<file path="src/rtl/trilinear_frame_sampler_top_macros.svh">
// Assertion macros shared by the sampler RTL.
// Each expects signals clk and rst in the scope that uses it.
`ifndef TRILINEAR_FRAME_SAMPLER_TOP_MACROS_SVH
`define TRILINEAR_FRAME_SAMPLER_TOP_MACROS_SVH

// Same-cycle implication, disabled during reset.
`define TFS_ASSERT_NOW(lbl, ante, cons, msg) \
  lbl: assert property (@(posedge clk) disable iff (rst) (ante) |-> (cons)) else $error(msg);

// Next-cycle implication, disabled during reset.
`define TFS_ASSERT_NEXT(lbl, ante, cons, msg) \
  lbl: assert property (@(posedge clk) disable iff (rst) (ante) |=> (cons)) else $error(msg);

`endif

</file>
<file path="src/rtl/tfs_pkg.sv">
// Shared constants, codes and structs of the trilinear frame sampler.
// No dependencies; every RTL module file refers to it by scoped names.
`default_nettype none

package tfs_pkg;

  localparam int FRAME_COUNT = 4;
  localparam int MAX_COLS    = 128;
  localparam int MAX_ROWS    = 128;
  localparam int FRAC_BITS   = 8;

  // fixed field widths of the ports
  localparam int SLOT_W     = 2;
  localparam int WROW_W     = 7;
  localparam int WCOL_W     = 7;
  localparam int SAMPLE_W   = 16;
  localparam int TIME_W     = 10;
  localparam int POS_W      = 15;
  localparam int CFG_IDX_W  = 1;
  localparam int CFG_DATA_W = 8;

  localparam int FRAME_W = $clog2(FRAME_COUNT);
  localparam int ROW_W   = $clog2(MAX_ROWS);
  localparam int COL_W   = $clog2(MAX_COLS);
  localparam int ADDR_W  = FRAME_W + ROW_W + COL_W;

  localparam int DIM_MAX  = (MAX_ROWS > MAX_COLS) ? MAX_ROWS : MAX_COLS;
  localparam int DIM_LOGW = $clog2(DIM_MAX + 1);
  localparam int DIM_W    = (DIM_LOGW > CFG_DATA_W) ? DIM_LOGW : CFG_DATA_W;

  // weights: one axis weight reaches 1 << FRAC_BITS
  localparam int WGT_W  = FRAC_BITS + 1;
  localparam int WTY_W  = 2 * FRAC_BITS + 1;
  localparam int WGT3_W = 3 * FRAC_BITS + 1;
  localparam int PROD_W = SAMPLE_W + WGT3_W + 1;
  localparam int ACC_W  = PROD_W;

  localparam int STEP_W = 3;
  localparam int QDEPTH = 2;
  localparam int CNT_W  = $clog2(QDEPTH + 1);

  localparam logic [CFG_DATA_W-1:0] SIZE_RESET = CFG_DATA_W'(128);

  localparam logic KIND_WRITE = 1'b0;
  localparam logic KIND_QUERY = 1'b1;

  localparam logic [CFG_IDX_W-1:0] REG_ACTIVE_WIDTH  = CFG_IDX_W'(0);
  localparam logic [CFG_IDX_W-1:0] REG_ACTIVE_HEIGHT = CFG_IDX_W'(1);

  typedef struct packed {
    logic                       en;
    logic                       we;
    logic [ADDR_W-1:0]          addr;
    logic signed [SAMPLE_W-1:0] wdata;
  } mem_req_t;

  typedef struct packed {
    logic             valid;
    logic             first;
    logic             last;
    logic             flag;
    logic [WGT_W-1:0] wt;
    logic [WGT_W-1:0] wy;
    logic [WGT_W-1:0] wx;
  } tap_t;

  typedef struct packed {
    logic                       valid;
    logic                       flag;
    logic signed [SAMPLE_W-1:0] sample;
  } res_t;

endpackage

`default_nettype wire

</file>
<file path="src/rtl/tfs_mac.sv">
// Weight product, sample multiply and accumulate over the eight taps.
// Depends on tfs_pkg; takes taps from tfs_seq and read data from tfs_store.
`default_nettype none

module tfs_mac (
  input  wire logic                                clk,
  input  wire logic                                rst,
  input  wire tfs_pkg::tap_t                       tap,
  input  wire logic signed [tfs_pkg::SAMPLE_W-1:0] rdata,
  output tfs_pkg::res_t                            res
);

  localparam int SHIFT = 3 * tfs_pkg::FRAC_BITS;
  localparam logic signed [tfs_pkg::ACC_W-1:0] BIAS = tfs_pkg::ACC_W'((1 << SHIFT) - 1);
  localparam logic signed [tfs_pkg::ACC_W-1:0] ZERO = '0;
  localparam logic signed [tfs_pkg::ACC_W-1:0] S_MAX = tfs_pkg::ACC_W'(32767);
  localparam logic signed [tfs_pkg::ACC_W-1:0] S_MIN = -tfs_pkg::ACC_W'(32768);

  logic                          v1, first1, last1, flag1;
  logic [tfs_pkg::WTY_W-1:0]     wty1;
  logic [tfs_pkg::WGT_W-1:0]     wx1;
  logic                          v2, first2, last2, flag2;
  logic [tfs_pkg::WGT3_W-1:0]    w2;
  logic signed [tfs_pkg::SAMPLE_W-1:0] s2;
  logic                          v3, first3, last3, flag3;
  logic signed [tfs_pkg::PROD_W-1:0] p3;
  logic                          done, flag4;
  logic signed [tfs_pkg::ACC_W-1:0] acc;

  logic [2*tfs_pkg::WGT_W-1:0]             wty_full;
  logic [tfs_pkg::WTY_W+tfs_pkg::WGT_W-1:0] w_full;
  logic signed [tfs_pkg::ACC_W-1:0]        q;

  assign wty_full = tap.wt * tap.wy;
  assign w_full   = wty1 * wx1;

  always_ff @(posedge clk) begin
    if (rst) begin
      v1   <= 1'b0;
      v2   <= 1'b0;
      v3   <= 1'b0;
      done <= 1'b0;
    end else begin
      v1   <= tap.valid;
      v2   <= v1;
      v3   <= v2;
      done <= v3 && last3;
    end
  end

  always_ff @(posedge clk) begin
    first1 <= tap.first;
    last1  <= tap.last;
    flag1  <= tap.flag;
    wty1   <= wty_full[tfs_pkg::WTY_W-1:0];
    wx1    <= tap.wx;
    first2 <= first1;
    last2  <= last1;
    flag2  <= flag1;
    w2     <= w_full[tfs_pkg::WGT3_W-1:0];
    s2     <= rdata;
    first3 <= first2;
    last3  <= last2;
    flag3  <= flag2;
    p3     <= s2 * $signed({1'b0, w2});
    if (v3) begin
      acc   <= first3 ? p3 : acc + p3;
      flag4 <= flag3;
    end
  end

  // truncate toward zero: bias negatives before the arithmetic shift
  always_comb begin
    q = (acc + (acc[tfs_pkg::ACC_W-1] ? BIAS : ZERO)) >>> SHIFT;
    res.valid = done;
    res.flag  = flag4;
    if (q > S_MAX) res.sample = tfs_pkg::SAMPLE_W'(S_MAX);
    else if (q < S_MIN) res.sample = tfs_pkg::SAMPLE_W'(S_MIN);
    else res.sample = q[tfs_pkg::SAMPLE_W-1:0];
  end

`include "trilinear_frame_sampler_top_macros.svh"

  `TFS_ASSERT_NOW(a_last_tap_done, tap.valid && tap.last, ##4 res.valid, "blend not finished four cycles after last tap")
  `TFS_ASSERT_NEXT(a_done_single, res.valid, !res.valid, "two results in consecutive cycles")

endmodule

`default_nettype wire

</file>
<file path="config.mk">
export PLATFORM = sky130hd
export DESIGN_NAME = tfs_mac
export DESIGN_NICKNAME = d
export VERILOG_FILES = /design/src/rtl/tfs_pkg.sv /design/src/rtl/tfs_mac.sv
export VERILOG_INCLUDE_DIRS = /design/src /design/src/rtl
export SDC_FILE = /design/constraint.sdc
export NUM_CORES = 2
export LEC_CHECK = 0
export BUFFER_PORTS_ARGS = -buffer_cell sky130_fd_sc_hd__buf_4
export CORE_ASPECT_RATIO = 2
export CORE_MARGIN = 5
export CORE_UTILIZATION = 45
export CTS_CLUSTER_SIZE = 20
export DETAILED_ROUTE_END_ITERATION = 10
export HOLD_SLACK_MARGIN = 0.15
export MAX_ROUTING_LAYER = met4
export PLACE_DENSITY_LB_ADDON = 0.05
export RECOVER_POWER = 100
export SETUP_SLACK_MARGIN = 0.05
export SLEW_MARGIN = 0
export SYNTH_ARGS = -nofsm -noshare
export SYNTH_HDL_FRONTEND = slang
export SYNTH_SLANG_ARGS = --single-unit
</file>
<file path="constraint.sdc">
create_clock -name clk -period 13 [get_ports clk]
set_input_delay 2.6 -clock clk [delete_from_list [all_inputs] [get_ports clk]]
set_output_delay 2.6 -clock clk [all_outputs]
set_load 0.005 [all_outputs]
</file>
Yosys cells after proc, flatten, opt, wreduce, memory -nomap -nowiden
Index checks and enable logic that the tools add are counted.
{"block": "totals", "register_bits": 165, "input_bits": 49, "word_cells": 32}
{"block": "op_classes", "n_addsub": 2, "multipliers": 3, "magnitude_cmp": 2, "muxes": 4, "reduce_logical": 1}
{"operator": "adder 42 x 25 -> 42 bit", "count": 1}
{"operator": "adder 42 bit", "count": 1}
{"operator": "multiplier 16 x 26 -> 42 bit", "count": 1}
{"operator": "two-way mux 42 bit", "count": 1}
{"operator": "two-way mux 16 bit", "count": 2}
{"operator": "multiplier 17 x 9 -> 25 bit", "count": 1}
{"operator": "two-way mux 24 bit", "count": 1}
{"operator": "greater-than comparator 18 x 16 -> 1 bit (second input constant)", "count": 1}
{"operator": "< comparator 18 x 16 -> 1 bit (second input constant)", "count": 1}
{"operator": "multiplier 9 x 9 -> 17 bit", "count": 1}
{"operator": "logical AND 1 bit", "count": 1}

Depth between registers and ports, before layout
{"block": "depth", "depth_word": 5, "depth_mapped": 25, "depth_no_buf": 23}

Worst setup path after synthesis
OpenSTA, ideal clock, no wires.
{"block": "synth_path", "path_kind": "input -> register", "startpoint": "input port tap[22] (netlist name)", "endpoint": "register wty1[16] (netlist name)", "setup_ns": 0.072, "t_arrival_ns": 6.373, "path_slack_ns": 6.555, "stages": 20, "path_buffers": 1, "cell_sequence": "clkbuf_1 > nand2_1 > fa_1 > inv_1 > ha_1 > ha_1 > inv_1 > fa_1 > inv_1 > ha_1 > inv_1 > fa_1 > nor2b_1 > o21ai_0 > a21boi_0 > o21ai_0 > a21boi_0 > o2111ai_1 > a31oi_1 > xnor2_1"}
{"block": "synth_between", "elab_chain_cells": 1}
{"item": "from (decl)", "line": "tfs_mac.sv:8", "text": "input wire tfs_pkg::tap_t tap,"}
{"item": "multiplier 9 x 9 -> 17 bit", "line": "tfs_mac.sv:34", "text": "assign wty_full = tap.wt * tap.wy;"}
{"item": "net wty_full, one bit", "line": "tfs_mac.sv:30", "text": "logic [2*tfs_pkg::WGT_W-1:0] wty_full;"}
{"item": "to (signal assigned)", "line": "tfs_mac.sv:55", "text": "wty1 <= wty_full[tfs_pkg::WTY_W-1:0];"}
{"item": "to (decl)", "line": "tfs_mac.sv:20", "text": "logic [tfs_pkg::WTY_W-1:0] wty1;"}
The timed path passes the listed nets, and every way through them passes these cells.
A chain may end at the register's enable or synchronous reset.

==> flow_metrics.py <==
metrics = {
    "logic_synthesis": {
        "synth_flop_cell": "dfxtp_1",
        "ys_warn_count": 0,
        "synth.avg_cell_area_um2": 8.94,
        "synth_edf_count": 43,
        "async_flop_share_pct": 0,
        "syn_inst": 3087,
        "synth_seq_area_share_pct": 13.5,
        "synth-seq-cells": 165,
        "ys_types": 67,
        "synthesis.nets": 3895,
        "syn_area_mm2": 0.0276,
    },
    "route": {
        "vias": 20273,
        "drcViolationCount": 0,
        "avgRoutedWirePerCell_um": 18.4,
        "vias_per_cell": 5.24,
        "ant_nets": 0,
        "drtIter0Drc": 733,
        "wirelength_um": 71400,
        "first_pass_iters": 5,
    },
    "clock_network": {
        "hold_buffers": 0,
        "numCtsBuffers": 17,
        "path_clk_slew_ns": 0.07,
        "cts_tree": "yes",
        "h-tree-depth": 4,
        "clock-root-buffer": "clkbuf_16",
        "clkSinkCount": 165,
        "ctsResizeCount": 0,
        "clk_path_buf_depth": 2,
        "cts_setup_buffers": 0,
        "clk_latency_ns": 0.50,
    },
    "layout": {
        "drive_gt1_share_pct": 3.56,
        "areaGrowthSynthToFinish_pct": 6.01,
        "nNetsFinal": 3884,
        "antenna_cells": 0,
        "layout_common_cells": "inv_1, fa_1, nand2_1",
        "layout_commonest_cell": "inv_1",
    },
    "worst_setup_path": {
        "arrival_ns": 5.79,
        "endpoint_kind": "primary output",
        "critPathKind": "register to primary output",
        "cp_max_fo": 35,
        "required_ns": 10.40,
        "start_kind": "register",
        "crit_start": "acc[41]",
        "rr_startpoint": "s2[15]",
    },
    "die": {
        "dieWidth_um": 185,
        "rows": 128,
        "boundaryPins": 67,
        "die_h_um": 360,
        "core_area_mm2": 0.0609,
        "start_util_pct": 45.3,
        "dieArea_mm2": 0.0666,
    },
    "grt": {
        "grt_overflow_total": 0,
        "grt_usage_pct": 23.1,
        "grt_antenna_before_repair": 0,
        "grt_pass1_vias": 22561,
        "grt_pass1_wl_um": 117000,
        "grt_max_degree": 61,
    },
    "sta": {
        "max_slew_margin_pct": -78.1,
        "period_minus_slack_ns": 8.39,
        "fin_crit_sh_pct": 64.6,
        "tightest_slew_ns": 2.67,
        "slew_viol_final": 142,
        "fmax_mhz": 119,
        "rsz0062_at_grt": "no",
        "timing_hold_violations_final": 0,
        "finalClockSkew_ns": 0.0114,
        "finalSetupViolCount": 0,
        "tns_ns": 0,
    },
    "min_path": {
        "hold_class": "register to register",
        "hp-start": "first2",
    },
    "status": {
        "outcome": "complete, but fails checks",
        "violations": "max-capacitance violations, max-slew violations",
    },
    "placement": {
        "dp_hpwl_um": 60500,
        "gp_congestion": 0.893,
        "port_buffers": 66,
    },
    "job": {
        "maxCapViolations": 3,
    },
}
-- layout make-up --
type | instances | area, µm²
multi-input cells | 2214 | 21200
inverters | 599 | 2250
well taps | 780 | 976
fillers | 6005 | 31600
repair buffers | 79 | 556
clock inverters | 15 | 146
clock buffers | 17 | 425
flip-flops and latches | 165 | 3730
-- final timing paths --
kind,cells after the start,end,slack [ns]
setup reg to reg,22,p3[38],5.93
setup / recovery,12,res[8],4.61
hold reg to reg,0,first3,0.33
hold / removal,0,first3,0.33
-- synth_stat cells, types with 5 or more instances --
master     number  area [µm²]
xor2_1         41         359
nor3_1         23         115
a211oi_1       10        75.1
a21oi_1       107         536
o21bai_1       17         128
inv_1         598        2240
fa_1          475        9510
nand3_1        24         120
and2_1        294        1840
dfxtp_1       122        2440
o2111ai_1       5        43.8
a21boi_0        6        45.0
o211ai_1        9        67.6
and3_1         14        87.6
a21o_1         46         345
edfxtp_1       43        1290
and4_1          8        70.1
xnor2_1        81         709
a311oi_1        5        43.8
or3_1           5        31.3
clkbuf_1      103         387
ha_1          284        3550
a31oi_1        11        68.8
o21ai_0       104         521
o31ai_1         5        37.5
nand2b_1       18         113
nor2b_1        14        87.6
a211o_1         6        52.6
nand2_1       433        1630
nand4_1        10        62.6
nor2_1         88         330
o21a_1         14         105
-- kinds of logic after synthesis --
logic type | synth area share [%]
buffers and inverters | 9.70
multiplexers | 0.195
AO/OA/AOI/OAI | 8.56
AND/OR/NAND/NOR | 16.8
flip-flops | 13.5
XOR/XNOR | 3.87
adder cells (fa/ha/maj) | 47.4
-- registers in the layout, indices dropped and copies added, names as in the netlist, 9 cells and up --
signal  count
w2         25
acc        42
p3         42
wty1       17
wx1         9
s2         16
-- critical path: stages (launching register included) --
cell,delay [ns]
edfxtp_1,0.32
clkbuf_1,1.28
ha_1,0.46
and4_1,0.21
o2111ai_1,0.27
a311oi_1,0.16
o21ai_0,0.68
a211o_1,0.41
nor3_1,0.13
o21a_1,0.18
mux2i_1,0.68
o21ai_0,0.27
buf_4,0.19
-- per-layer routing --
layer,global-route usage (%),up-vias,share of wire [%]
met5,-,-,0
met4,10.3,0,4.2
met3,2.01,150,1.8
met2,46.5,308,61
met1,21.3,10266,33
li1,-,9549,-
-- metrics by stage --
step | cell area [µm²] | worst slack (ns) | cells | hold WS (ns) | utilization, %
4_1_cts | 29300 | 5.90 | 3869 | 0.330 | 48.1
3_5_place_dp | 28700 | 5.94 | 3837 | 0.312 | 47.2
5_1_grt | 29200 | 3.96 | 3869 | 0.343 | 48.0
3_3_place_gp | 28700 | 6.01 | 3837 | 0.311 | 47.2
6_report | 29200 | 4.61 | 3869 | 0.329 | 48.0
2_1_floorplan | 27600 | 6.56 | 3087 | 0.310 | -
Power is left out: the tool's default activity adds up to more than one toggle a clock period on the data nets, which glitch-free logic cannot reach.
