### src/rtl/trilinear_frame_sampler_top_macros.svh
// Assertion macros shared by the sampler RTL.
// Each expects signals clk and rst in the scope that uses it.
`ifndef TRILINEAR_FRAME_SAMPLER_TOP_MACROS_SVH
`define TRILINEAR_FRAME_SAMPLER_TOP_MACROS_SVH

// Same-cycle implication, disabled during reset.
`define TFS_ASSERT_NOW(lbl, ante, cons, msg) \
  lbl: assert property (@(posedge clk) disable iff (rst) (ante) |-> (cons)) else $error(msg);

// Next-cycle implication, disabled during reset.
`define TFS_ASSERT_NEXT(lbl, ante, cons, msg) \
  lbl: assert property (@(posedge clk) disable iff (rst) (ante) |=> (cons)) else $error(msg);

`endif

### src/rtl/tfs_pkg.sv
// Shared constants, codes and structs of the trilinear frame sampler.
// No dependencies; every RTL module file refers to it by scoped names.
`default_nettype none

package tfs_pkg;

  localparam int FRAME_COUNT = 4;
  localparam int MAX_COLS    = 128;
  localparam int MAX_ROWS    = 128;
  localparam int FRAC_BITS   = 8;

  // fixed field widths of the ports
  localparam int SLOT_W     = 2;
  localparam int WROW_W     = 7;
  localparam int WCOL_W     = 7;
  localparam int SAMPLE_W   = 16;
  localparam int TIME_W     = 10;
  localparam int POS_W      = 15;
  localparam int CFG_IDX_W  = 1;
  localparam int CFG_DATA_W = 8;

  localparam int FRAME_W = $clog2(FRAME_COUNT);
  localparam int ROW_W   = $clog2(MAX_ROWS);
  localparam int COL_W   = $clog2(MAX_COLS);
  localparam int ADDR_W  = FRAME_W + ROW_W + COL_W;

  localparam int DIM_MAX  = (MAX_ROWS > MAX_COLS) ? MAX_ROWS : MAX_COLS;
  localparam int DIM_LOGW = $clog2(DIM_MAX + 1);
  localparam int DIM_W    = (DIM_LOGW > CFG_DATA_W) ? DIM_LOGW : CFG_DATA_W;

  // weights: one axis weight reaches 1 << FRAC_BITS
  localparam int WGT_W  = FRAC_BITS + 1;
  localparam int WTY_W  = 2 * FRAC_BITS + 1;
  localparam int WGT3_W = 3 * FRAC_BITS + 1;
  localparam int PROD_W = SAMPLE_W + WGT3_W + 1;
  localparam int ACC_W  = PROD_W;

  localparam int STEP_W = 3;
  localparam int QDEPTH = 2;
  localparam int CNT_W  = $clog2(QDEPTH + 1);

  localparam logic [CFG_DATA_W-1:0] SIZE_RESET = CFG_DATA_W'(128);

  localparam logic KIND_WRITE = 1'b0;
  localparam logic KIND_QUERY = 1'b1;

  localparam logic [CFG_IDX_W-1:0] REG_ACTIVE_WIDTH  = CFG_IDX_W'(0);
  localparam logic [CFG_IDX_W-1:0] REG_ACTIVE_HEIGHT = CFG_IDX_W'(1);

  typedef struct packed {
    logic                       en;
    logic                       we;
    logic [ADDR_W-1:0]          addr;
    logic signed [SAMPLE_W-1:0] wdata;
  } mem_req_t;

  typedef struct packed {
    logic             valid;
    logic             first;
    logic             last;
    logic             flag;
    logic [WGT_W-1:0] wt;
    logic [WGT_W-1:0] wy;
    logic [WGT_W-1:0] wx;
  } tap_t;

  typedef struct packed {
    logic                       valid;
    logic                       flag;
    logic signed [SAMPLE_W-1:0] sample;
  } res_t;

endpackage

`default_nettype wire

### src/rtl/tfs_outbuf.sv
// Two-word result queue that parts the blend pipeline from the consumer.
// Depends on tfs_pkg for the result struct and queue depth.
`default_nettype none

module tfs_outbuf (
  input  wire logic                          clk,
  input  wire logic                          rst,
  input  wire tfs_pkg::res_t                 push,
  output logic                               out_valid,
  input  wire logic                          out_ready,
  output logic signed [tfs_pkg::SAMPLE_W-1:0] sample_out,
  output logic                               range_flag,
  output logic                               pop
);

  localparam int PTR_W = $clog2(tfs_pkg::QDEPTH);

  logic signed [tfs_pkg::SAMPLE_W-1:0] sample_q [tfs_pkg::QDEPTH];
  logic                                flag_q   [tfs_pkg::QDEPTH];
  logic [PTR_W-1:0]                    wp, rp;
  logic [tfs_pkg::CNT_W-1:0]           count;

  assign out_valid  = (count != '0);
  assign pop        = out_valid && out_ready;
  assign sample_out = sample_q[rp];
  assign range_flag = flag_q[rp];

  always_ff @(posedge clk) begin
    if (rst) begin
      wp    <= '0;
      rp    <= '0;
      count <= '0;
    end else begin
      if (push.valid) wp <= wp + PTR_W'(1);
      if (pop) rp <= rp + PTR_W'(1);
      if (push.valid && !pop) count <= count + tfs_pkg::CNT_W'(1);
      else if (pop && !push.valid) count <= count - tfs_pkg::CNT_W'(1);
    end
  end

  always_ff @(posedge clk) begin
    if (push.valid) begin
      sample_q[wp] <= push.sample;
      flag_q[wp]   <= push.flag;
    end
  end

`include "trilinear_frame_sampler_top_macros.svh"

  `TFS_ASSERT_NOW(a_no_overflow, push.valid && !pop, count != tfs_pkg::CNT_W'(tfs_pkg::QDEPTH), "result queue overflow")

endmodule

`default_nettype wire

### config.mk
export PLATFORM = sky130hd
export DESIGN_NAME = tfs_outbuf
export DESIGN_NICKNAME = d
export VERILOG_FILES = /design/src/rtl/tfs_pkg.sv /design/src/rtl/tfs_outbuf.sv
export VERILOG_INCLUDE_DIRS = /design/src /design/src/rtl
export SDC_FILE = /design/constraint.sdc
export NUM_CORES = 1
export LEC_CHECK = 0
export ABC_AREA = 0
export BUFFER_PORTS_ARGS = -buffer_cell sky130_fd_sc_hd__buf_2
export CAP_MARGIN = 20
export CORE_MARGIN = 2
export CORE_UTILIZATION = 45
export DETAILED_ROUTE_END_ITERATION = 12
export GPL_TIMING_DRIVEN = 0
export PLACE_DENSITY = 0.73
export SLEW_MARGIN = 20
export SYNTH_ARGS = -nofsm -noshare
export SYNTH_HDL_FRONTEND = slang
export SYNTH_SLANG_ARGS = --single-unit
### constraint.sdc
create_clock -name clk -period 1.65 [get_ports clk]
set_clock_uncertainty 0.15 [all_clocks]
set_input_delay 0.33 -clock clk [delete_from_list [all_inputs] [get_ports clk]]
set_output_delay 0.33 -clock clk [all_outputs]
set_load 0.03 [all_outputs]
# Yosys cells after proc, flatten, opt, wreduce, memory -nomap -nowiden

Memories as Yosys holds them, arrays and structs flattened. A register that Yosys moved wholly into a read port is not among the register bits.
Index checks and enable logic that the tools add are counted.

Register bits after elaboration: 4
Memory bits (writable): 34
Output and inout port bits: 19
Memories kept: 2

Memory list:

| memory   | words | width | rd ports | clocked after memory_dff | wr ports | line             | text |
|---|---|---|---|---|---|---|---|
| sample_q | 2     | 16    | 1        | 1                        | 1        | tfs_outbuf.sv:18 | `logic signed [tfs_pkg::SAMPLE_W-1:0] sample_q [tfs_pkg::QDEPTH];` |
| flag_q   | 2     | 1     | 1        | 1                        | 1        | tfs_outbuf.sv:19 | `logic flag_q [tfs_pkg::QDEPTH];` |

Add/sub/neg operators: 4
Multiplexer cells: 8
Reductions and logical operators: 7

Operators by type and width:

| operator              | count |
|---|---|
| $mux W1               | 6 |
| $mux W2               | 2 |
| $reduce_bool A2 Y1    | 2 |
| $logic_and A1 B1 Y1   | 3 |
| $add A1 B1 Y1 const B | 2 |
| $add A2 B1 Y2 const B | 1 |
| $logic_not A1 Y1      | 2 |
| $sub A2 B1 Y2 const B | 1 |

# Logic depth before layout (Yosys ltp)

Gate-level depths: netlist (run 1).

Word-level depth: 5
Mapped depth: 5

# Least setup slack after synthesis (run 1)

No wires, ideal clock.

Path type: input to register
Start point: input push[17] (netlist name)
End point: memory flag_q[0], enable pin
Library setup time: 0.392 ns
Arrival: 1.137 ns
Data required time: 1.108 ns
Slack: -0.029 ns
Stages on the path: 1
Buffers on the path: 0
Cell sequence: nor2b_1

Cells in the longest elaborated chain, start to end: 2

RTL lines:

| what                          | line             | text |
|---|---|---|
| start, declared               | tfs_outbuf.sv:8  | `input wire tfs_pkg::res_t push,` |
| $mux W1                       | tfs_outbuf.sv:42 | `if (push.valid) begin` |
| $mux W1 (not written as such) | tfs_outbuf.sv:44 | `flag_q[wp] <= push.flag;` |
| end, declared                 | tfs_outbuf.sv:19 |  |

Every way passes these cells.

==> impl_metrics.env, run 1 <==
export IMPL_seq_area_um2=1130
export IMPL_routabilityCongestion=0.701
export IMPL_slew_headroom_pct=38.8
export IMPL_critPathMaxFanout=7
export IMPL_globalRouteOverflowTotal=0
export IMPL_max_cap_violations=0
export IMPL_final_nets=144
export IMPL_cts_sinks=39
export IMPL_path_clk_slew_ns=0.10
export IMPL_synth_seq_area_share_pct=78.3
export IMPL_rows=20
export IMPL_totalWireLength_um=2390
export IMPL_drc_errors=0
export IMPL_setup_viol=17
export IMPL_synth_area_per_cell_um2=19.1
export IMPL_drt_initial_drc_count=20
export IMPL_grt_antenna_before_repair=0
export IMPL_wl_per_cell_um=14.3
export IMPL_rsz0062_at_grt="true"
export IMPL_synth_compound_area_share_pct=1.05
export IMPL_failed_checks="setup timing"
export IMPL_ys_warnings_count=0
export IMPL_status="finished with violations"
export IMPL_grt_first_pass_wirelength_um=3550
export IMPL_worst_setup_path_start_kind="flip-flop"
export IMPL_ir_drop_uv=1010
export IMPL_reg2reg_from="wp"
export IMPL_worstSetupEndpointType="output port"
export IMPL_die_area_um2=3650
export IMPL_slew_violations=0
export IMPL_htreeDepth=2
export IMPL_ant_nets=0
export IMPL_io_pin_count=40
export IMPL_clock_latency_ns=0.33
export IMPL_synth_simple_area_share_pct=2.80
export IMPL_yosys_area_share_adder_pct=0.874
export IMPL_worst_setup_path_type="reg -> out"
export IMPL_synth_top_family_by_area="multiplexers"
export IMPL_holdCritPathClass="in -> reg"
export IMPL_hold_viol=0
export IMPL_r2r_slack_ns=0.05
export IMPL_antenna_diode_count=0
export IMPL_worstPathArrival_ns=1.33
export IMPL_r2r_end="sample_q[0][5]"
export IMPL_dr_pass1_iters=4
export IMPL_place_area_um2=1680
export IMPL_synth_area_mux_share_pct=13.4
export IMPL_start_util_pct=47.3
export IMPL_synthXorXnorAreaFrac_pct=2.45
export IMPL_cts_tree="done"
export IMPL_final_area_um2=1970
export IMPL_grt_max_degree=18
export IMPL_die_w_um=60.4
export IMPL_yosys_register_bits=39
export IMPL_vias=800
export IMPL_period_minus_slack_ns=1.81
export IMPL_worst_slack_ns=-0.161
export IMPL_final_util_pct=65.2
export IMPL_fin_crit_sh_pct=110
export IMPL_die_y_um=60.4
export IMPL_area_delta_synth_final_pct=37.8
export IMPL_multi_input_area_um2=374
export IMPL_post_route_cells_drive_above_1_share_pct=56.9
export IMPL_synthDistinctLibCells=17
export IMPL_worst_slew_pin_slew_ns=0.915
export IMPL_power_density_nw_per_um2=1510
export IMPL_placeableCoreArea_um2=3030
export IMPL_leakage_nw=0.787
export IMPL_cp_required_ns=1.17
export IMPL_syn_area_um2=1430
export IMPL_place_port_buffers=39
export IMPL_grtUsageTotal_pct=14.1
export IMPL_dp_hpwl_um=1540
export IMPL_synth_cells=75
export IMPL_routed_via_density=4.79
export IMPL_grt_pass1_vias=839
export IMPL_min_path_cells=1
export IMPL_fmax_mhz=552
export IMPL_syn_nets=97
export IMPL_numCtsBuffers=5
export IMPL_rr_worst_depth=1
export IMPL_cts_buffer_depth=2
export IMPL_fillers=230
export IMPL_crit_path_end="sample_out[4]"
export IMPL_root_buffer="clkbuf_4"
-- worst min path at each step --
stage / endpoint / slack, ns / startpoint
final: sample_q[0][12] / 0.03 / push[12]
after global placement: count[1] / 0.32 / count[1]
after floorplan: count[1] / 0.25 / rst
after CTS: sample_q[1][7] / 0.009 / push[7]
after global routing: sample_q[1][5] / 0.005 / push[5]
after detailed placement: rp / 0.35 / rp
-- routing by layer --
layer	share of wire (%)	global-route usage [%]	vias up	routed length (um)
met5	0	0	-	0
met4	0.75	4.76	0	18
met3	6.9	5.97	2	165
met2	51	24.5	30	1210
met1	42	15.6	392	997
li1	-	-	376	-
-- synth_stat cells --
library cell	n	share of area, %
dfxtp_1	5	7.0
ha_1	1	0.87
and2_1	1	0.44
o21ai_0	1	0.35
xor2_1	3	1.8
xnor2_1	1	0.61
nor2b_1	1	0.44
buf_4	1	0.52
buf_2	1	0.35
o21ai_1	1	0.35
or2_2	1	0.44
inv_1	1	0.26
mux2_2	17	13
or3_1	1	0.44
edfxtp_1	34	71
a21oi_1	1	0.35
nor2_1	4	1.0
-- area by class of cell --
cell class,instances,area share [%]
clock buffer,6,2.09
clock inverter,2,0.380
inverter,1,0.190
multi-input combinational,33,19.0
sequential,39,57.3
tap,44,2.79
timing repair buffer,42,18.3
-- critical path, cell delays in order, from the launching register on --
cell	delay, ns
dfxtp_4	0.40
buf_8	0.14
mux2_4	0.32
buf_6	0.14
-- cell families (layout without fill, tap and decap cells) --
group,Yosys count,count (layout)
mux,17,17
flops,39,39
simple gates,8,8
fa+ha+maj,1,1
compound gates,3,3
xor+xnor,4,4
buf+inv,3,51
-- stage by stage --
step / total power, W / setup TNS [ns] / cells / setup WS [ns] / hold WS [ns]
finish: 0.00299 / -2.44 / 167 / -0.161 / 0.0324
global route: 0.00312 / -3.48 / 167 / -0.224 / 0.00548
CTS: 0.00295 / -4.44 / 169 / -0.318 / 0.00921
detailed placement: 0.00214 / -3.33 / 158 / -0.126 / 0.352
global placement: 0.00210 / -1.71 / 158 / -0.0783 / 0.324
floorplan: 0.00191 / 0 / 75 / 0.115 / 0.249
-- flip-flops by register name, indices dropped and copies added, names as in the netlist, named ones only --
signal,count
sample_q,32
wp,1
rp,1
flag_q,2
count,2
-- power breakdown --
part | internal [W] | switching (W) | leakage [nW]
clock network | 0.000158 | 0.000270 | 0.0273
logic | 0.000663 | 0.000619 | 0.397
registers | 0.00120 | 0.0000820 | 0.362
total | 0.00202 | 0.000971 | 0.787
-- what timing repair did --
| action | 4_1_cts | 5_1_grt |
|---|---|---|
| setup buffers | 2 | 0 |
| hold buffers | 0 | 0 |
| setup endpoints to repair | 20 | 19 |
| gates cloned | 1 | 0 |
| resized for setup | 52 | 18 |
-- cell usage in the layout (no fill, tap or decap), drive strengths merged --
| cell | instances |
|---|---|
| buf | 42 |
| edfxtp | 34 |
| mux2 | 17 |
| clkbuf | 6 |
| dfxtp | 5 |
| nor2 | 4 |
| xor2 | 3 |
| clkinv | 2 |
| o21ai | 2 |
| inv | 1 |
| or2 | 1 |
| nor2b | 1 |
| and2 | 1 |
| xnor2 | 1 |
| or3 | 1 |
| a21oi | 1 |
| ha | 1 |
(Power assumes the default switching activity.)
==> inputs of run 2 (changes only) <==
--- a/config.mk
+++ b/config.mk
@@ -10,10 +10,9 @@
 export BUFFER_PORTS_ARGS = -buffer_cell sky130_fd_sc_hd__buf_2
 export CAP_MARGIN = 20
 export CORE_MARGIN = 2
-export CORE_UTILIZATION = 45
+export CORE_UTILIZATION = 35
 export DETAILED_ROUTE_END_ITERATION = 12
 export GPL_TIMING_DRIVEN = 0
-export PLACE_DENSITY = 0.73
 export SLEW_MARGIN = 20
 export SYNTH_ARGS = -nofsm -noshare
 export SYNTH_HDL_FRONTEND = slang
==> impl_metrics.env, run 2 (synthesis gave the netlist of run 1 again) <==
export IMPL_dp_hpwl_um=1600
export IMPL_reg_largest_list="sample_q: 32 flops, count: 2 flops, flag_q: 2 flops"
export IMPL_seq_power_share_pct=41.0
export IMPL_slew_headroom_pct=66.0
export IMPL_ir_drop_uv=811
export IMPL_fmax_mhz=550
export IMPL_placeableCoreArea_um2=3970
export IMPL_cts_tree="done"
export IMPL_setup_viol=17
export IMPL_power_density_nw_per_um2=1540
export IMPL_wl_per_cell_um=14.0
export IMPL_routed_via_density=4.50
export IMPL_worst_slack_ns=-0.169
export IMPL_largest_reg_flops=32
export IMPL_critPathMaxStageDelay_ns=0.37
export IMPL_failed_checks="setup timing"
export IMPL_clock_latency_ns=0.28
export IMPL_clkPwrFrac_pct=19.2
export IMPL_antenna_diode_count=0
export IMPL_path_clk_slew_ns=0.07
export IMPL_globalRouteOverflowTotal=0
export IMPL_ant_nets=0
export IMPL_cp_slowest_cell="dfxtp_4"
export IMPL_period_minus_slack_ns=1.82
export IMPL_worst_slew_pin_slew_ns=0.509
export IMPL_rows=23
export IMPL_hold_buffers=0
export IMPL_regMostFlops="sample_q"
export IMPL_grt_antenna_before_repair=0
export IMPL_start_util_pct=36.0
export IMPL_drc_errors=0
export IMPL_io_pin_count=40
export IMPL_hold_viol=0
export IMPL_numCtsBuffers=5
export IMPL_post_route_cells_drive_above_1_share_pct=57.1
export IMPL_grt_first_pass_wirelength_um=3610
export IMPL_hold_ws_ns=0.0759
export IMPL_worstSetupEndpointType="output port"
export IMPL_htreeDepth=2
export IMPL_slew_violations=0
export IMPL_max_cap_violations=0
export IMPL_grtUsageTotal_pct=11.4
export IMPL_place_port_buffers=39
export IMPL_worstPathArrival_ns=1.34
export IMPL_dr_pass1_iters=4
export IMPL_grt_pass1_vias=826
export IMPL_die_w_um=68.0
export IMPL_final_util_pct=49.9
export IMPL_grt_max_degree=18
export IMPL_vias=792
export IMPL_totalWireLength_um=2470
export IMPL_fin_crit_sh_pct=110
export IMPL_cts_buffer_depth=2
export IMPL_power_frac_comb_pct=39.8
export IMPL_critPathMaxFanout=5
export IMPL_rsz0062_at_grt="true"
export IMPL_status="finished with violations"
export IMPL_final_nets=147
export IMPL_worst_setup_path_start_kind="flip-flop"
export IMPL_intPower_w=0.00210
export IMPL_routabilityCongestion=0.690
export IMPL_root_buffer="clkbuf_8"
export IMPL_final_common_cell="edfxtp_1"
export IMPL_leakage_nw=0.789
export IMPL_drt_initial_drc_count=38
export IMPL_area_delta_synth_final_pct=38.5
export IMPL_power_switching_w=0.000966
export IMPL_cts_sinks=39
export IMPL_swShare_pct=31.5
export IMPL_die_y_um=68.0
export IMPL_worstPathCellList="buf_12 > buf_8 > mux2_4 > buf_6"
export IMPL_most_common_layout_cells="edfxtp_1 (34), buf_2 (22), buf_6 (13)"
export IMPL_holdCritPathClass="in -> reg"
export IMPL_cp_required_ns=1.17
export IMPL_worst_setup_path_type="reg -> out"
export IMPL_die_area_um2=4620
==> run 2: changes by cell type in the layout (fill, tap and decap cells not counted), sizes merged <==
cell / change
buf: +3
==> run 2: power groups by stage <==
stage          sequential [W]  combinational [W]  clock [W]
5_1_grt               0.00127            0.00129   0.000641
3_5_place_dp          0.00125           0.000891          0
2_1_floorplan         0.00123           0.000673          0
4_1_cts               0.00124            0.00126   0.000603
6_report              0.00126            0.00122   0.000587
3_3_place_gp          0.00124           0.000874          0
==> run 2: final cells by class <==
cell class	instances	area (um2)
fillers	349	1990
flip-flops and latches	39	1120
well taps	50	62.6
plain buffers	1	15.0
inverters	1	3.75
clock inverters	2	7.51
multi-input cells	33	348
clock buffers	6	72.6
repair buffers	44	349
==> run 2: what timing repair did <==
action / in CTS / in global routing
setup buffers: 2 / 3
gates cloned: 1 / 0
setup endpoints to repair: 18 / 52
endpoints found under the hold margin: 0 / 0
gates resized for setup: 47 / 4
pin swaps: 0 / 1
==> run 2: layer usage <==
| layer | share of wire [%] | GRT usage (%) | wire length [um] | vias to the layer above |
|---|---|---|---|---|
| li1 | - | - | - | 380 |
| met1 | 40 | 11.4 | 983 | 374 |
| met2 | 50 | 20.0 | 1230 | 33 |
| met3 | 8.9 | 4.44 | 220 | 5 |
| met4 | 1.5 | 6.75 | 36 | 0 |
| met5 | 0 | 0 | 0 | - |
==> run 2: worst max-delay path: cells and delay by family (launching register included) <==
family / cells / cell delay [ns]
flip-flops: 1 / 0.37
multiplexers: 1 / 0.30
buffers and inverters: 3 / 0.40
==> run 2: stage by stage <==
stage | total power, W | instance area, um2 | instances | setup TNS (ns) | worst slack (ns)
after detailed placement | 0.00214 | 1690 | 164 | -3.28 | -0.126
final | 0.00306 | 1980 | 176 | -1.94 | -0.169
after global routing | 0.00320 | 1980 | 176 | -2.54 | -0.203
after floorplan | 0.00191 | 1430 | 75 | 0 | 0.115
after global placement | 0.00211 | 1690 | 164 | -3.59 | -0.122
after CTS | 0.00310 | 1970 | 175 | -3.14 | -0.251
==> run 2: path summary, 6_finish.rpt <==
path	slack, ns	from	cells after the start	to
hold / removal	0.08	push[13]	1	sample_q[0][13]
setup / recovery	-0.17	flip-flop	4	sample_out[5]
hold reg to reg	0.37	rp	2	rp
setup reg to reg	0.09	count[0]	4	count[1]
