File: config.mk
export PLATFORM = sky130hd
export DESIGN_NAME = tfs_seq
export DESIGN_NICKNAME = d
export VERILOG_FILES = /design/src/rtl/tfs_pkg.sv /design/src/rtl/tfs_seq.sv
export VERILOG_INCLUDE_DIRS = /design/src /design/src/rtl
export SDC_FILE = /design/constraint.sdc
export NUM_CORES = 1
export LEC_CHECK = 0
export BUFFER_PORTS_ARGS = -buffer_cell sky130_fd_sc_hd__buf_4
export CAP_MARGIN = 30
export CORE_UTILIZATION = 54
export CTS_BUF_LIST = sky130_fd_sc_hd__clkbuf_8 sky130_fd_sc_hd__clkbuf_16
export DETAILED_ROUTE_END_ITERATION = 10
export GPL_ROUTABILITY_DRIVEN = 1
export PLACE_DENSITY = 0.85
export REMOVE_ABC_BUFFERS = 1
export SYNTH_ARGS = -nofsm -noshare
export SYNTH_HDL_FRONTEND = slang
export SYNTH_SLANG_ARGS = --single-unit
File: constraint.sdc
create_clock -name clk -period 7 [get_ports clk]
set_input_delay 1.05 -clock clk [delete_from_list [all_inputs] [get_ports clk]]
set_output_delay 1.05 -clock clk [all_outputs]
set_load 0.005 [all_outputs]
File: src/rtl/trilinear_frame_sampler_top_macros.svh
// Assertion macros shared by the sampler RTL.
// Each expects signals clk and rst in the scope that uses it.
`ifndef TRILINEAR_FRAME_SAMPLER_TOP_MACROS_SVH
`define TRILINEAR_FRAME_SAMPLER_TOP_MACROS_SVH

// Same-cycle implication, disabled during reset.
`define TFS_ASSERT_NOW(lbl, ante, cons, msg) \
  lbl: assert property (@(posedge clk) disable iff (rst) (ante) |-> (cons)) else $error(msg);

// Next-cycle implication, disabled during reset.
`define TFS_ASSERT_NEXT(lbl, ante, cons, msg) \
  lbl: assert property (@(posedge clk) disable iff (rst) (ante) |=> (cons)) else $error(msg);

`endif

File: src/rtl/tfs_pkg.sv
// Shared constants, codes and structs of the trilinear frame sampler.
// No dependencies; every RTL module file refers to it by scoped names.
`default_nettype none

package tfs_pkg;

  localparam int FRAME_COUNT = 4;
  localparam int MAX_COLS    = 128;
  localparam int MAX_ROWS    = 128;
  localparam int FRAC_BITS   = 8;

  // fixed field widths of the ports
  localparam int SLOT_W     = 2;
  localparam int WROW_W     = 7;
  localparam int WCOL_W     = 7;
  localparam int SAMPLE_W   = 16;
  localparam int TIME_W     = 10;
  localparam int POS_W      = 15;
  localparam int CFG_IDX_W  = 1;
  localparam int CFG_DATA_W = 8;

  localparam int FRAME_W = $clog2(FRAME_COUNT);
  localparam int ROW_W   = $clog2(MAX_ROWS);
  localparam int COL_W   = $clog2(MAX_COLS);
  localparam int ADDR_W  = FRAME_W + ROW_W + COL_W;

  localparam int DIM_MAX  = (MAX_ROWS > MAX_COLS) ? MAX_ROWS : MAX_COLS;
  localparam int DIM_LOGW = $clog2(DIM_MAX + 1);
  localparam int DIM_W    = (DIM_LOGW > CFG_DATA_W) ? DIM_LOGW : CFG_DATA_W;

  // weights: one axis weight reaches 1 << FRAC_BITS
  localparam int WGT_W  = FRAC_BITS + 1;
  localparam int WTY_W  = 2 * FRAC_BITS + 1;
  localparam int WGT3_W = 3 * FRAC_BITS + 1;
  localparam int PROD_W = SAMPLE_W + WGT3_W + 1;
  localparam int ACC_W  = PROD_W;

  localparam int STEP_W = 3;
  localparam int QDEPTH = 2;
  localparam int CNT_W  = $clog2(QDEPTH + 1);

  localparam logic [CFG_DATA_W-1:0] SIZE_RESET = CFG_DATA_W'(128);

  localparam logic KIND_WRITE = 1'b0;
  localparam logic KIND_QUERY = 1'b1;

  localparam logic [CFG_IDX_W-1:0] REG_ACTIVE_WIDTH  = CFG_IDX_W'(0);
  localparam logic [CFG_IDX_W-1:0] REG_ACTIVE_HEIGHT = CFG_IDX_W'(1);

  typedef struct packed {
    logic                       en;
    logic                       we;
    logic [ADDR_W-1:0]          addr;
    logic signed [SAMPLE_W-1:0] wdata;
  } mem_req_t;

  typedef struct packed {
    logic             valid;
    logic             first;
    logic             last;
    logic             flag;
    logic [WGT_W-1:0] wt;
    logic [WGT_W-1:0] wy;
    logic [WGT_W-1:0] wx;
  } tap_t;

  typedef struct packed {
    logic                       valid;
    logic                       flag;
    logic signed [SAMPLE_W-1:0] sample;
  } res_t;

endpackage

`default_nettype wire

File: src/rtl/tfs_seq.sv
// Input acceptance, coordinate decode and store access sequencing.
// Depends on tfs_pkg; drives the frame store and the tap stream to tfs_mac.
`default_nettype none

module tfs_seq (
  input  wire logic                              clk,
  input  wire logic                              rst,
  input  wire logic                              in_valid,
  output logic                                   in_ready,
  input  wire logic                              kind,
  input  wire logic [tfs_pkg::SLOT_W-1:0]        frame_slot,
  input  wire logic [tfs_pkg::WROW_W-1:0]        write_row,
  input  wire logic [tfs_pkg::WCOL_W-1:0]        write_col,
  input  wire logic signed [tfs_pkg::SAMPLE_W-1:0] write_value,
  input  wire logic [tfs_pkg::TIME_W-1:0]        query_time,
  input  wire logic [tfs_pkg::POS_W-1:0]         query_row,
  input  wire logic [tfs_pkg::POS_W-1:0]         query_col,
  input  wire logic [tfs_pkg::CFG_DATA_W-1:0]    active_width,
  input  wire logic [tfs_pkg::CFG_DATA_W-1:0]    active_height,
  input  wire logic                              pop,
  output tfs_pkg::mem_req_t                      mem,
  output tfs_pkg::tap_t                          tap
);

  localparam int DW = tfs_pkg::DIM_W;
  localparam int FB = tfs_pkg::FRAC_BITS;
  localparam logic [tfs_pkg::STEP_W-1:0] LAST_STEP = '1;
  localparam logic [tfs_pkg::TIME_W-1:0] T_MAX =
    tfs_pkg::TIME_W'((tfs_pkg::FRAME_COUNT - 1) << FB);
  localparam logic [tfs_pkg::WGT_W-1:0] ONE = tfs_pkg::WGT_W'(1 << FB);

  typedef struct packed {
    logic [DW-1:0] lo;
    logic [DW-1:0] hi;
    logic [FB-1:0] frac;
    logic          sat;
  } split_t;

  function automatic logic [DW-1:0] eff_size(input logic [tfs_pkg::CFG_DATA_W-1:0] r,
                                             input int unsigned mx);
    logic [DW-1:0] v;
    v = DW'(r);
    if (v == '0) return DW'(1);
    if (v > DW'(mx)) return DW'(mx);
    return v;
  endfunction

  function automatic split_t split_pos(input logic [tfs_pkg::POS_W-1:0] pos,
                                       input logic [DW-1:0] size);
    split_t        s;
    logic [DW-1:0] ip;
    logic [DW-1:0] nx;
    ip = DW'(pos >> FB);
    if (ip >= size) begin
      s.lo   = size - DW'(1);
      s.frac = '1;
      s.sat  = 1'b1;
    end else begin
      s.lo   = ip;
      s.frac = pos[FB-1:0];
      s.sat  = 1'b0;
    end
    nx = s.lo + DW'(1);
    if (s.frac == '0) s.hi = s.lo;
    else if (nx >= size) s.hi = '0;
    else s.hi = nx;
    return s;
  endfunction

  // control
  logic                        busy;
  logic                        is_query;
  logic [tfs_pkg::STEP_W-1:0]  step;
  logic [tfs_pkg::CNT_W-1:0]   pending;
  logic [tfs_pkg::CNT_W-1:0]   pending_next;

  // payload of the word in hand
  logic                           wok;
  logic [tfs_pkg::ADDR_W-1:0]     waddr;
  logic signed [tfs_pkg::SAMPLE_W-1:0] wdata;
  logic [tfs_pkg::FRAME_W-1:0]    t_lo, t_hi;
  logic [tfs_pkg::ROW_W-1:0]      r_lo, r_hi;
  logic [tfs_pkg::COL_W-1:0]      c_lo, c_hi;
  logic [tfs_pkg::WGT_W-1:0]      wt_lo, wt_hi, wy_lo, wy_hi, wx_lo, wx_hi;
  logic                           qflag;

  // decode
  logic [DW-1:0]               h_eff, w_eff;
  split_t                      rs, cs;
  logic [tfs_pkg::TIME_W-1:0]  t_sat;
  logic                        t_over;
  logic [tfs_pkg::FRAME_W-1:0] t0;
  logic [FB-1:0]               tf;
  logic                        accept;
  logic                        last_issue;
  logic                        wr_ok;

  always_comb begin
    h_eff  = eff_size(active_height, tfs_pkg::MAX_ROWS);
    w_eff  = eff_size(active_width, tfs_pkg::MAX_COLS);
    rs     = split_pos(query_row, h_eff);
    cs     = split_pos(query_col, w_eff);
    t_over = query_time > T_MAX;
    t_sat  = t_over ? T_MAX : query_time;
    t0     = tfs_pkg::FRAME_W'(t_sat >> FB);
    tf     = t_sat[FB-1:0];
    wr_ok  = (int'(frame_slot) < tfs_pkg::FRAME_COUNT) &&
             (int'(write_row) < tfs_pkg::MAX_ROWS) &&
             (int'(write_col) < tfs_pkg::MAX_COLS);
  end

  assign last_issue = busy && (!is_query || step == LAST_STEP);
  assign in_ready   = (!busy || last_issue) && (pending != tfs_pkg::CNT_W'(tfs_pkg::QDEPTH));
  assign accept     = in_valid && in_ready;

  always_comb begin
    pending_next = pending;
    if (accept && kind == tfs_pkg::KIND_QUERY) pending_next = pending_next + tfs_pkg::CNT_W'(1);
    if (pop) pending_next = pending_next - tfs_pkg::CNT_W'(1);
  end

  always_ff @(posedge clk) begin
    if (rst) begin
      busy    <= 1'b0;
      step    <= '0;
      pending <= '0;
    end else begin
      if (accept) begin
        busy <= 1'b1;
        step <= '0;
      end else if (last_issue) begin
        busy <= 1'b0;
      end else if (busy) begin
        step <= step + tfs_pkg::STEP_W'(1);
      end
      pending <= pending_next;
    end
  end

  always_ff @(posedge clk) begin
    if (accept) begin
      is_query <= (kind == tfs_pkg::KIND_QUERY);
      wok      <= wr_ok;
      waddr    <= {tfs_pkg::FRAME_W'(frame_slot), tfs_pkg::ROW_W'(write_row),
                   tfs_pkg::COL_W'(write_col)};
      wdata    <= write_value;
      t_lo     <= t0;
      t_hi     <= (tf != '0) ? t0 + tfs_pkg::FRAME_W'(1) : t0;
      r_lo     <= tfs_pkg::ROW_W'(rs.lo);
      r_hi     <= tfs_pkg::ROW_W'(rs.hi);
      c_lo     <= tfs_pkg::COL_W'(cs.lo);
      c_hi     <= tfs_pkg::COL_W'(cs.hi);
      wt_lo    <= ONE - tfs_pkg::WGT_W'(tf);
      wt_hi    <= tfs_pkg::WGT_W'(tf);
      wy_lo    <= ONE - tfs_pkg::WGT_W'(rs.frac);
      wy_hi    <= tfs_pkg::WGT_W'(rs.frac);
      wx_lo    <= ONE - tfs_pkg::WGT_W'(cs.frac);
      wx_hi    <= tfs_pkg::WGT_W'(cs.frac);
      qflag    <= t_over || rs.sat || cs.sat;
    end
  end

  // step bits walk frame, row, column corners in that order
  always_comb begin
    mem.en    = busy && (is_query || wok);
    mem.we    = !is_query;
    mem.addr  = is_query ? {step[2] ? t_hi : t_lo, step[1] ? r_hi : r_lo,
                            step[0] ? c_hi : c_lo} : waddr;
    mem.wdata = wdata;
    tap.valid = busy && is_query;
    tap.first = (step == '0);
    tap.last  = (step == LAST_STEP);
    tap.flag  = qflag;
    tap.wt    = step[2] ? wt_hi : wt_lo;
    tap.wy    = step[1] ? wy_hi : wy_lo;
    tap.wx    = step[0] ? wx_hi : wx_lo;
  end

`include "trilinear_frame_sampler_top_macros.svh"

  `TFS_ASSERT_NEXT(a_step_advance, busy && is_query && step != LAST_STEP, busy && step == $past(step) + tfs_pkg::STEP_W'(1), "query taps did not advance")
  `TFS_ASSERT_NEXT(a_new_after_last, tap.valid && tap.last, !tap.valid || tap.first, "tap after last is not a first")

endmodule

`default_nettype wire

Yosys cells after proc, flatten, opt, wreduce, memory -nomap -nowiden
Index checks and enable logic that the tools add are counted.

storage, ports and cells
  register bits after elaboration = 123
  memories kept = 0
  RAM bits = 0
  output and inout bits = 66
  input bits = 93
  word-level logic and storage cells = 95
  memory bits (read-only) = 0
  bits in latches = 0

cells by class
  divide/modulo/power cells = 0
  $add $sub $neg = 11
  reductions and logical operators = 20
  shift-type cells = 0
  $lt $le $gt $ge = 7
  $mul = 0
  mux-type cells = 35
  equal/unequal tests = 2
  bitwise operators = 1

operator list
  kind                    count
  $mux W8                 10
  $mux W9                 5
  $mux W7                 6
  $logic_not A8 Y1        4
  $sub A9 B8 Y9 const A   3
  $add A8 B1 Y8 const B   2
  $ge A7 B8 Y1            2
  $ge A8 B8 Y1            2
  $gt A8 B8 Y1 const B    2
  $mux W16                1
  $sub A8 B1 Y8 const B   2
  $gt A10 B10 Y1 const B  1
  $mux W10                1
  $mux W1                 8
  $mux W2                 4
  $reduce_bool A8 Y1      1
  $logic_and A1 B1 Y1     5
  $add A2 B1 Y2 const B   2
  $logic_or A1 B1 Y1      4
  $add A3 B1 Y3 const B   1
  $eq A3 B3 Y1 const B    1
  $logic_not A3 Y1        1
  $logic_not A1 Y1        2
  $ne A2 B2 Y1 const B    1
  5 further kinds         5

Logic depth before layout (Yosys ltp)
  depth in word-level cells = 11
  gate-level depth with buffers = 25
  mapped depth without buffers = 22

Worst setup path before layout
OpenSTA, ideal clock, no wires.

  path kind = in2reg
  start point = in active_height[2] (netlist bit)
  end point = reg r_hi[4] (netlist bit) (data pin)
  data arrival time = 5.374 ns
  slack = 1.366 ns
  buffers on the path = 2
  library setup time = 0.260 ns
  required time = 6.740 ns
  stages on the path = 24
  cells stage by stage = nor4_1 > a21oi_1 > inv_1 > ha_1 > nor2b_1 > o21ai_0 > a31oi_2 > clkbuf_1 > nor2_1 > a21oi_1 > ha_1 > nand4_1 > a211oi_1 > xor2_1 > inv_1 > ha_1 > o21ai_0 > nand2b_1 > a21oi_1 > nor3_1 > nand2b_1 > clkbuf_1 > o21ai_0 > o2bb2ai_1

RTL lines
  element                 RTL line        source
  start: declaration      tfs_seq.sv:19   input wire logic [tfs_pkg::CFG_DATA_W-1:0] active_height,
  end signal: assignment  tfs_seq.sv:150  r_hi <= tfs_pkg::ROW_W'(rs.hi);
  end: declaration        tfs_seq.sv:82   logic [tfs_pkg::ROW_W-1:0] r_lo, r_hi;

==> summary.txt <==
Cells and area
  • Layout cells sized above 1: between 20% and 30%
  • Area grow syn2layout: 28.54%
  • Fin nets: 877
  • N_diodes: 0
  • Fillcell total: approximately 850
  • Finished Core Util: 71.45%

Logic synthesis
  • Top_reg_cell synth: edfxtp_1
  • Yosys reg bits: 120
  • Yosys cell types: 54
  • Number of synthesized flops with an enable pin: approximately 110
  • Syn_area_per_cell: 11.45 um^2
  • Yosys warns: 0
  • Synthesized area: 6676 um^2
  • Share of the yosys chip area belonging to registers: 53.07%
  • Async set-reset flop share out of synthesis: 0%
  • Post-synthesis instance total: 583

Clocking
  • Htree depth: 4
  • Post-CTS Setup Repair Bufs: 0
  • Inserted Clock Buffers: 17
  • Hold-fix buffer count after cts: 0
  • Number of cells upsized or downsized after cts: 0
  • CTS tree: done
  • Root Buffer: clkbuf_16
  • Worst-Skew Late Latency: approximately 0.40 ns
  • CTS Buffer Depth: 2
  • Worst-path clk slew: 0.05 ns
  • Clk sink count: 120

Drt
  • Max layer used: met4
  • 1st-iter DRT viols: 310
  • Drt drc: 0
  • Avg WL per Cell: 16.40 um
  • Routed met3 length: 618 um
  • Antenna Violating Nets Remaining: 0
  • Total number of vias: 5012
  • Met2 Routed Length: 7.669 mm
  • Final wirelength: roughly 15 mm
  • Met1 Wirelength: 6.224 mm
  • Drt pass-1 iters: 4
  • Vias per cell: 5.557

Timing
  • Final min period: 5.955 ns
  • Part of the cycle the worst path needs: 85.07%
  • Fin. max-slew vios: 0
  • Clock skew: 0.01243 ns
  • Fmax: 167.9 MHz
  • Worst slew pin tran: 0.9072 ns
  • # setup viols final: 0
  • Final Hold Fails: 0
  • Max_slew headroom: 39.43%
  • Setup_tns: 0 ns
  • RSZ-0062 raised after global routing: no

Critical path
  • Arr. time, crit path: about 6.2 ns
  • Setup CP Type: in -> reg
  • Worst-path fanout max: 13
  • CP Data Required Time: a little over 7 ns
  • Startpoint Class: primary input
  • Crit end category: flip-flop
  • Worst R2R Path Depth: 6

GRT
  • Total GRT Usage: about a quarter
  • First-pass GRT wire length: 23.29 mm
  • Vias in the first global route: 5090
  • Initial antenna violation count: 0
  • GRT overflow: 0
  • Pin count of the biggest net entering global routing: 59

Die
  • Die Wd: 113.2 um
  • Initial core utilization: 55.58%
  • Core Box Area: 12010 um^2
  • Die Ht: roughly 110 um
  • Die footprint: around 13000 um^2
  • Row cnt: 40
  • # IOs: 159

Outcome
  • Status: finished clean

Power and ir drop
  • Areal power density over the cells: about 260 nW/um^2
  • Leakage: 3.565 nW
  • VDD IR-drop max: 0.1623 mV

Job
  • Max-cap viol count: 0

Placement
  • Post-DP HPWL: 10.97 mm
  • PortBufs: 158
  • RD Place Congestion: 0.8894

Hold path
  • Worst Hold Class: reg -> reg
  • Hold path cells: 2
Yosys cell counts (all sizes together), types with 6 or more instances:
cell type	n	area, um^2
xnor2	21	183.9
dfxtp	6	120.1
mux2i	27	270.3
nor2	52	195.2
ha	42	525.5
buf	9	48.79
xor2	10	87.58
edfxtp	114	3423
inv	33	123.9
mux2	24	270.3
o21ai	18	90.09
nor3	13	65.06
or3	6	37.54
nor2b	17	106.4
a21oi	39	195.2
clkbuf	13	48.80
nand2	28	105.1
nand3	12	60.06
and3	6	37.54
nand2b	33	206.5
critical path, cell delays in order:
cell	delay, ns
buf_4	0.13
nor4_1	0.47
a21oi_1	0.16
nor2_1	0.26
ha_1	0.17
nor2b_1	0.04
o21ai_0	0.23
a41o_1	0.55
nor2_1	0.08
a21oi_1	0.39
ha_1	0.35
nand3_1	0.10
mux2_2	0.30
nor3_1	0.27
xnor2_1	0.13
ha_1	0.22
nor4_1	0.32
nor2b_1	0.18
o21ai_0	0.09
nand3b_1	0.19
nand2_1	0.13
or3_1	0.31
o21ai_0	0.07
final timing paths:
check | start | endpoint | slack (ns)
setup / recovery | active_width[4] | c_hi[3]$_DFFE_PP_ | 1.05
hold / removal | pending[0]$_SDFF_PP0_ | pending[1]$_SDFF_PP0_ | 0.56
setup reg to reg | step[1]$_SDFFE_PP0P_ | wt_hi[2]$_DFFE_PP_ | 3.55
hold reg to reg | pending[0]$_SDFF_PP0_ | pending[1]$_SDFF_PP0_ | 0.56
cell families (layout without fill, tap and decap cells):
| kind of cell | count (synthesis) | count (layout) | synth area share [%] |
|---|---|---|---|
| xor+xnor | 31 | 31 | 4.067 |
| flops | 120 | 120 | 53.07 |
| mux | 51 | 51 | 8.096 |
| compound gates | 91 | 91 | 8.602 |
| buf+inv | 57 | 229 | 3.430 |
| fa+ha+maj | 42 | 42 | 7.871 |
| simple gates | 191 | 191 | 14.86 |
cell usage in the layout (no fill, tap or decap), types with 3 or more instances in the layout:
cell / netlist / layout
a211oi_1: 5 / 5
a21oi_1: 39 / 39
and3_1: 6 / 6
buf_4: 3 / 161
bufinv_16: 0 / 4
clkbuf_16: 0 / 17
clkinv_1: 2 / 5
clkinv_2: 0 / 5
dfxtp_1: 6 / 6
edfxtp_1: 114 / 114
ha_1: 42 / 42
inv_1: 33 / 36
mux2_2: 24 / 24
mux2i_1: 27 / 27
nand2_1: 28 / 28
nand2b_1: 33 / 33
nand3_1: 12 / 12
nand3b_1: 3 / 3
nand4_1: 3 / 3
nor2_1: 52 / 52
nor2b_1: 17 / 17
nor3_1: 13 / 13
nor4_1: 5 / 5
o21ai_0: 18 / 18
o22ai_1: 3 / 3
o2bb2ai_1: 4 / 4
o31ai_1: 3 / 3
or3_1: 6 / 6
xnor2_1: 21 / 21
xor2_1: 10 / 10
routing by layer:
| metal | track usage (%) | vias up |
|---|---|---|
| li1 | - | 2455 |
| met1 | 26.80 | 2389 |
| met2 | 41.43 | 146 |
| met3 | 5.892 | 22 |
| met5 | 0 | - |
| met4 | 10.61 | 0 |
power by group:
| part | leakage [nW] | internal, W | switching, W | total (W) |
|---|---|---|---|---|
| Combinational | 2.12 | 0.000212 | 0.000236 | 0.000448 |
| Sequential | 1.14 | 0.000903 | 0.0000283 | 0.000931 |
| Clock | 0.306 | 0.000583 | 0.000284 | 0.000867 |
stage by stage:
stage / cells / power (W) / hold slack, ns / setup slack (ns) / instance area (um^2)
after global placement: 869 / 0.001365 / 0.5343 / 1.099 / 7974
after detailed placement: 870 / 0.001390 / 0.5445 / 0.7486 / 7989
after global routing: 902 / 0.002342 / 0.6126 / 0.6672 / 8582
after CTS: 902 / 0.002260 / 0.5524 / 1.154 / 8582
after floorplan: 561 / 0.001194 / 0.5184 / 1.535 / 6579
final: 902 / 0.002246 / 0.5622 / 1.045 / 8582
sequential cells by signal, summed over array words and instances, names as in the netlist, 3 cells and up:
signal	flops
c_hi	7
c_lo	7
r_hi	7
r_lo	7
step	3
waddr	16
wdata	16
wt_hi	7
wt_lo	9
wx_hi	7
wx_lo	9
wy_hi	7
wy_lo	9
area by class of cell:
| class | instances | area (um^2) | share of cell area [%] |
|---|---|---|---|
| Clock buffer | 17 | 425.4 | 4.957 |
| Timing Repair Buffer | 162 | 1224 | 14.26 |
| Clock inverter | 15 | 167.7 | 1.954 |
| Tap cell | 147 | 183.9 | 2.143 |
| Sequential cell | 120 | 3543 | 41.29 |
| Multi-Input combinational cell | 406 | 2907 | 33.87 |
| Inverter | 35 | 131.4 | 1.531 |
(Power assumes the default switching activity.)
